===== config.mk =====
export PLATFORM = sky130hd
export DESIGN_NAME = anlg_sqrt
export DESIGN_NICKNAME = d
export VERILOG_FILES = /design/src/design/anlg_pkg.sv /design/src/design/anlg_sqrt.sv
export SDC_FILE = /design/constraint.sdc
export NUM_CORES = 2
export LEC_CHECK = 0
export BUFFER_PORTS_ARGS = -buffer_cell sky130_fd_sc_hd__buf_2
export CAP_MARGIN = 20
export CORE_MARGIN = 4
export CORE_UTILIZATION = 40
export DETAILED_ROUTE_END_ITERATION = 6
export HOLD_SLACK_MARGIN = 0.12
export REMOVE_ABC_BUFFERS = 1
export SYNTH_ARGS = -nofsm -noshare
export SYNTH_HDL_FRONTEND = slang
export SYNTH_SLANG_ARGS = --single-unit

===== constraint.sdc =====
create_clock -name clk -period 4.33 [get_ports clk]
set_input_delay 0.866 -clock clk [delete_from_list [all_inputs] [get_ports clk]]
set_output_delay 0.866 -clock clk [all_outputs]
set_load 0.1 [all_outputs]

===== src/design/anlg_pkg.sv =====
// Shared types and constants for the angular normal loss gradient block.
`timescale 1ns / 1ps
`default_nettype none
package anlg_pkg;
  localparam int FRAC_BITS_DEF = 12;
  localparam int IN_W          = 18;
  // Square root unit: 50-bit radicands, 25-bit roots.
  localparam int SQ_W          = 50;
  localparam int RT_W          = SQ_W / 2;
  // Divider unit: four lanes, 48-bit numerator, 41-bit divisor, 32-bit quotient.
  localparam int DV_NW         = 48;
  localparam int DV_DW         = 41;
  localparam int DV_QW         = 32;
  localparam int DV_LANES      = 4;
  localparam int CFG_AW        = 1;
  localparam int CFG_DW        = 17;
  localparam logic [CFG_AW-1:0] REG_BATCH_COUNT = 1'b0;
  localparam logic [CFG_AW-1:0] REG_IGNORE_THR  = 1'b1;
  localparam logic [17:0] PI_Q16   = 18'd205887;
  localparam logic [24:0] EPS_Q24  = 25'd17;
  localparam logic [15:0] BC_RESET = 16'd1;
  localparam logic [16:0] THR_RESET = 17'd40960;

  typedef struct packed {
    logic signed [IN_W-1:0] pred_x;
    logic signed [IN_W-1:0] pred_y;
    logic signed [IN_W-1:0] pred_z;
    logic signed [IN_W-1:0] label_x;
    logic signed [IN_W-1:0] label_y;
    logic signed [IN_W-1:0] label_z;
    logic                   last;
  } pix_t;

  // Sideband carried alongside the square roots.
  typedef struct packed {
    logic [16:0]            poly;
    logic                   neg;
    logic                   ign;
    logic                   last;
    logic signed [IN_W-1:0] lab_x;
    logic signed [IN_W-1:0] lab_y;
    logic signed [IN_W-1:0] lab_z;
  } sq_pl_t;

  // Sideband carried alongside the divisions.
  typedef struct packed {
    logic       ign;
    logic       last;
    logic [2:0] lab_neg;
  } dv_pl_t;
endpackage
`default_nettype wire


===== src/design/anlg_sqrt.sv =====
// Pipelined dual integer square root, one root bit per stage.
`timescale 1ns / 1ps
`default_nettype none
module anlg_sqrt #(
  parameter int W  = anlg_pkg::SQ_W,
  parameter int PW = 1
) (
  input  wire logic           clk,
  input  wire logic           rst,
  input  wire logic           en,
  input  wire logic           in_valid,
  input  wire logic [W-1:0]   a_in,
  input  wire logic [W-1:0]   b_in,
  input  wire logic [PW-1:0]  pl_in,
  output logic                out_valid,
  output logic [W/2-1:0]      a_root,
  output logic [W/2-1:0]      b_root,
  output logic [PW-1:0]       pl_out
);
  localparam int N  = W / 2;
  localparam int RW = N + 2;

  function automatic logic [RW+N-1:0] sq_step(input logic [RW-1:0] rem,
                                              input logic [N-1:0] root,
                                              input logic [1:0] bits);
    logic [RW+1:0] cur;
    logic [RW+1:0] trial;
    cur   = {rem, bits};
    trial = {2'b00, root, 2'b01};
    if (cur >= trial) begin
      sq_step = {RW'(cur - trial), root[N-2:0], 1'b1};
    end else begin
      sq_step = {cur[RW-1:0], root[N-2:0], 1'b0};
    end
  endfunction

  logic              vld [N+1];
  logic [W-1:0]      av  [N+1];
  logic [W-1:0]      bv  [N+1];
  logic [RW-1:0]     ar  [N+1];
  logic [RW-1:0]     br  [N+1];
  logic [N-1:0]      aq  [N+1];
  logic [N-1:0]      bq  [N+1];
  logic [PW-1:0]     pl  [N+1];

  assign vld[0] = in_valid;
  assign av[0]  = a_in;
  assign bv[0]  = b_in;
  assign ar[0]  = '0;
  assign br[0]  = '0;
  assign aq[0]  = '0;
  assign bq[0]  = '0;
  assign pl[0]  = pl_in;

  for (genvar k = 0; k < N; k++) begin : g_stage
    logic [RW+N-1:0] a_nx, b_nx;
    always_comb begin
      a_nx = sq_step(ar[k], aq[k], av[k][W-1:W-2]);
      b_nx = sq_step(br[k], bq[k], bv[k][W-1:W-2]);
    end
    always_ff @(posedge clk) begin
      if (rst) begin
        vld[k+1] <= 1'b0;
      end else if (en) begin
        vld[k+1] <= vld[k];
      end
    end
    always_ff @(posedge clk) begin
      if (en) begin
        av[k+1] <= av[k] << 2;
        bv[k+1] <= bv[k] << 2;
        ar[k+1] <= a_nx[RW+N-1:N];
        br[k+1] <= b_nx[RW+N-1:N];
        aq[k+1] <= a_nx[N-1:0];
        bq[k+1] <= b_nx[N-1:0];
        pl[k+1] <= pl[k];
      end
    end
  end

  assign out_valid = vld[N];
  assign a_root    = aq[N];
  assign b_root    = bq[N];
  assign pl_out    = pl[N];
endmodule
`default_nettype wire


# Word level (Yosys, flattened, before mapping)
# Cells that the tools add are included.
[word_totals]
wordCells = 346
reg_bits = 3748
inputBits = 105
[op_classes]
n_lt_le_gt_ge = 50
n_mux = 50
addsub = 48
[op_table]
columns = ["operator", "count"]
rows = [
  ["two-way mux 52 bit", 46],
  [">= comparator 29 x 27 -> 1 bit", 48],
  ["subtractor 27 bit", 46],
  ["two-way mux 27 bit", 2],
  ["subtractor 2 x 1 -> 3 bit, second input constant", 2],
  [">= comparator 2 x 1 -> 1 bit, second input constant", 2],
  ["two-way mux 1 bit", 2],
]

# Depth between registers and ports, before layout
[depth]
word_depth = 2
mapped_depth = 14
mapped_depth_nobuf = 12

# Least setup slack after synthesis
# No wires, ideal clock.
[synth_path]
kind = "register -> register"
start = "register br[405] in the netlist's numbering"
end = "register br[401] in the netlist's numbering, data pin"
slack_ns = 1.215
synth_period_minus_slack_ns = 3.115
t_required_ns = 4.059
arrival_time_ns = 2.844
path_stages_with_launch = 11
cell_sequence = "edfxtp_1 -> ha_1 -> o21a_1 -> o21a_1 -> o21a_1 -> nor2_1 -> o31ai_1 -> nor2_1 -> or4b_2 -> nor4_1 -> xor2_1"
[synth_between]
elab_chain_len = 2
elab_cells_between_ends = 3
classes_between = "add/sub: 1; order compare: 1; mux: 1"
[synth_lines]
columns = ["item", "line", "text"]
rows = [
  ["from (decl)", "anlg_sqrt.sv:41", "logic [RW-1:0] br [N+1];"],
  ["from (signal, indexed assignment)", "anlg_sqrt.sv:73", "br[k+1] <= b_nx[RW+N-1:N];"],
  ["subtractor 27 bit / >= comparator 29 x 27 -> 1 bit (equally long branches)", "anlg_sqrt.sv:31, anlg_sqrt.sv:30", ""],
  ["two-way mux 52 bit (*)", "anlg_sqrt.sv:30", "if (cur >= trial) begin"],
  ["named net g_stage[10].b_nx[48]", "anlg_sqrt.sv:56", "logic [RW+N-1:0] a_nx, b_nx;"],
]
# The timed path passes the listed nets; every way through them passes the cells marked *.
# A chain may end at the register's enable or synchronous reset.

# Worst setup path after layout
[layout_path]
start = "register ar[124] in the netlist's numbering"
end = "register ar[105] in the netlist's numbering, data pin"
[layout_between]
elab_chain_len = 2
elab_cells_between_ends = 3
classes_between = "add/sub: 1; order compare: 1; mux: 1"
[layout_lines]
columns = ["item", "line", "text"]
rows = [
  ["from (decl)", "anlg_sqrt.sv:40", "logic [RW-1:0] ar [N+1];"],
  ["from (signal, indexed assignment)", "anlg_sqrt.sv:72", "ar[k+1] <= a_nx[RW+N-1:N];"],
  ["subtractor 27 bit / >= comparator 29 x 27 -> 1 bit (equally long branches)", "anlg_sqrt.sv:31, anlg_sqrt.sv:30", ""],
  ["two-way mux 52 bit (*)", "anlg_sqrt.sv:30", ""],
  ["named net g_stage[21].a_nx[49]", "anlg_sqrt.sv:56", ""],
]
# Marked as above.

==> impl_metrics.ini <==
[floorplan]
dieArea_mm2 = 0.3702
dieWidth_um = 608.4
pin_count = 157
rows = 220
coreArea_mm2 = 0.3589
die_height_um = 608.4
initial_core_util = 0.4017

[grt]
globalRouteMet2Util = 0.2771
grt_max_degree = 134
grt_pass1_vias = 86510
grt_pass1_wl_um = 448200
met1_usage = 0.1609
overflow = 0
grt_usage = 0.1469
top_usage_layer = met2
grt_antenna_before_repair = 2
grt_use_met3 = 0.02193

[routing]
via_count = 84430
viasPerCell = 5.072
wl_per_cell_um = 16.85
routed_wirelength_um = 280500
ant_nets = 0
drtIter0Drc = 4919
first_pass_iters = 6
drc = 0

[status]
status = completed

[placed_design]
placed_cells = 15930
portBuffers = 156
dp_hpwl_um = 204900
place_congestion = 0.9511

[clock_tree]
clk_latency_ps = 920
postCtsSetupBuffers = 0
cts_resized = 0
cts_hold_buf = 98
cts.sinks = 3122
cts_tree = done
ctsLongestPathBuffers = 4
cts.htree.levels = 5
cts_buffers = 341
root_buffer = clkbuf_16
clk_pin_slew_ps = 60

[critical_path]
required_ps = 4990
arrival_ps = 4410
reg2regPathDepth = 11
cp_max_fo = 7
cpMaxStageDelayCell = or4_1
path_class = reg2reg
start_kind = flop
cp_cell_sequence = ha_1, nand4_1, or4_1, nor3_1, nor3_1, nand2_1, a2111oi_0, buf_1, nor3_1, o2111ai_1, xnor2_1
r2r-start = ar[124]$_DFFE_PP_
r2r-end = ar[105]$_DFFE_PP_
critical-path-max-stage-delay_ps = 650
worstSetupEndpointType = flop
regToRegSetupSlack_ps = 590
cp_common_cell = nor3_1

[sta]
slew_headroom = 0.4186
finalClockSkew_ps = 70.33
finalCriticalPeriod_ps = 3743
finalHoldViolCount = 0
hold-worst-slack_ps = 251.3
worstMarginPinSlew_ps = 864.1
setup_viol = 0
fin_tns_setup_ps = 0
finalMaxSlewViolations = 0
rsz0062_at_grt = false
fmax_ghz = 0.2672
finalCritPeriodShare = 0.8644

[synth]
synth-edff-count = 3097
syn_avg_cell_area_um2 = 13.01
yosysUniqueCellTypes = 92
syn-cell-area_mm2 = 0.1442
synth_ff_type = edfxtp_1
ys_async_sr_fraction = 0
synth.yosys.seq_area_share = 0.6484
ys_ff_latch = 3122
ys_warn_count = 0
netlist_instances = 11080

[layout]
layout.area.seq_mm2 = 0.09350
fin_util = 0.4554
multiInputGateArea_mm2 = 0.04630
fin_nets = 12410
fill_cells = 31570
areaGrowthSynthToFinish_pct = 13.36
instances_no_fill = 16650
drive_gt1_frac = 0.08300
mostFrequentLayoutCells = edfxtp_1 (3,097), inv_1 (897), nand2_1 (756)
mostFrequentLayoutCell = edfxtp_1

[pwr]
sequentialPowerShare = 0.488
p_sw_frac = 0.2684
clockPowerShare = 0.342
peakVddDrop_v = 0.0003627
leakage_nw = 62.20
combPwrFrac = 0.171
netSwitchingPower_mw = 21.95
internal_power_mw = 59.82
power_density_mw_per_mm2 = 500.2

[run]
drv_cap = 0

[min_path]
hold_path_class = in2reg
hold_depth = 2
hp-start = a_in[49]
whs_endpoint = aq[600]$_DFFE_PP_
## routing by layer
layer  up-vias  wire length (um)
li1      41950                 -
met5         -                 0
met4         0             13740
met2      1643            148000
met1     40130            109000
met3       701              9782
## registers in the layout, summed over array words and instances, names as in the netlist
register and count:
aq 300, ar 611, av 600, br 611
vld 24, bq 300, a_root 25, pl 24
out_valid 1, bv 600, pl_out 1, b_root 25
## cell usage after synthesis, drive strengths merged, types with 13 or more instances
cell     count  area, um2
a21o       261       1959
o21bai      57      427.9
o21a       155       1164
nor4       159       1013
inv        898       3371
nor3b       13      102.6
ha         704       8808
mux2        76      855.8
nand4b      17      148.9
a211o       19      166.4
or2         66      412.9
nand2      756       2838
xnor2      482       4222
and3        53      331.6
edfxtp    3097      93000
a2111oi     27      249.0
nor2       648       2432
or3        122      768.2
o2111ai     21      183.9
o31ai       83      623.1
and4        20      175.2
xor2       496       4344
nor4b       19      166.4
nor2b       91      569.3
clkbuf     177      665.6
o31a        14      122.6
a211oi      48      360.4
a31oi       56      350.3
nand3b      33      247.7
buf         70      474.2
a21boi      30      225.2
o211ai      27      202.7
nor3       317       1587
a21oi      606       3033
nand4      115      725.7
nand2b     149      932.1
dfxtp       25      500.5
or4         72      544.3
and2        29      181.4
nand3      173      870.8
o41ai       14      130.1
o21ai      605       3028
mux2i       41      410.4
## power by group through the flow
stage          logic (mW)  registers, mW  clock network [mW]
2_1_floorplan        9.99           39.8                   0
3_3_place_gp         13.5           40.5                   0
3_5_place_dp         13.8           40.5                   0
4_1_cts              14.0           39.9                29.0
5_1_grt              15.6           40.2                30.3
6_report             14.0           39.9                27.9
## worst max-delay path, delay by kind of cell (launching register included)
kind	cells	cell delay (ps)
AOI/OAI and AO/OA	2	340
xor gates and xnor gates	1	200
and+or+nand+nor	6	1900
DFF	1	410
adders and majority gates	1	470
buffers and inverters	1	160
## cells by family (layout without fill, tap and decap cells)
group | count (synthesis) | in the layout | share of synthesized area
AOI/OAI and AO/OA | 2139 | 2139 | 0.09216
xor gates and xnor gates | 978 | 978 | 0.05940
adders and majority gates | 704 | 704 | 0.06108
buffers and inverters | 1146 | 1933 | 0.03131
DFF | 3122 | 3122 | 0.6484
muxes | 117 | 117 | 0.008781
other | 1 | 6 | 0.00002601
and+or+nand+nor | 2873 | 2873 | 0.09885
## layout make-up
| class | instances | area share |
|---|---|---|
| repair buffers | 421 | 0.02150 |
| flip-flops and latches | 3122 | 0.5720 |
| diodes | 4 | 0.00006123 |
| well taps | 4773 | 0.03653 |
| multi-input cells | 6813 | 0.2832 |
| clock inverters | 187 | 0.01125 |
| inverters | 899 | 0.02064 |
| clock buffers | 426 | 0.05480 |
## stage by stage
stage | worst slack (ps) | cell area (um2) | total power [mW]
floorplan | -780.6 | 143100 | 49.79
global placement | 507.3 | 151700 | 54.01
detailed placement | 565.3 | 151700 | 54.37
CTS | 543.9 | 163500 | 82.87
global route | 361.1 | 163500 | 86.13
finish | 587.0 | 163500 | 81.77
## worst max path at each step
| stage | cells past startpoint | endpoint | start |
|---|---|---|---|
| after global routing | 9 | br[467]$_DFFE_PP_ | br[486]$_DFFE_PP_ |
| final | 11 | ar[105]$_DFFE_PP_ | ar[124]$_DFFE_PP_ |
| after detailed placement | 11 | ar[105]$_DFFE_PP_ | ar[124]$_DFFE_PP_ |
| after floorplan | 9 | ar[197]$_DFFE_PP_ | ar[216]$_DFFE_PP_ |
| after global placement | 10 | ar[105]$_DFFE_PP_ | ar[124]$_DFFE_PP_ |
| after CTS | 11 | ar[105]$_DFFE_PP_ | ar[124]$_DFFE_PP_ |
No activity file was read; power rests on OpenSTA's default activity.
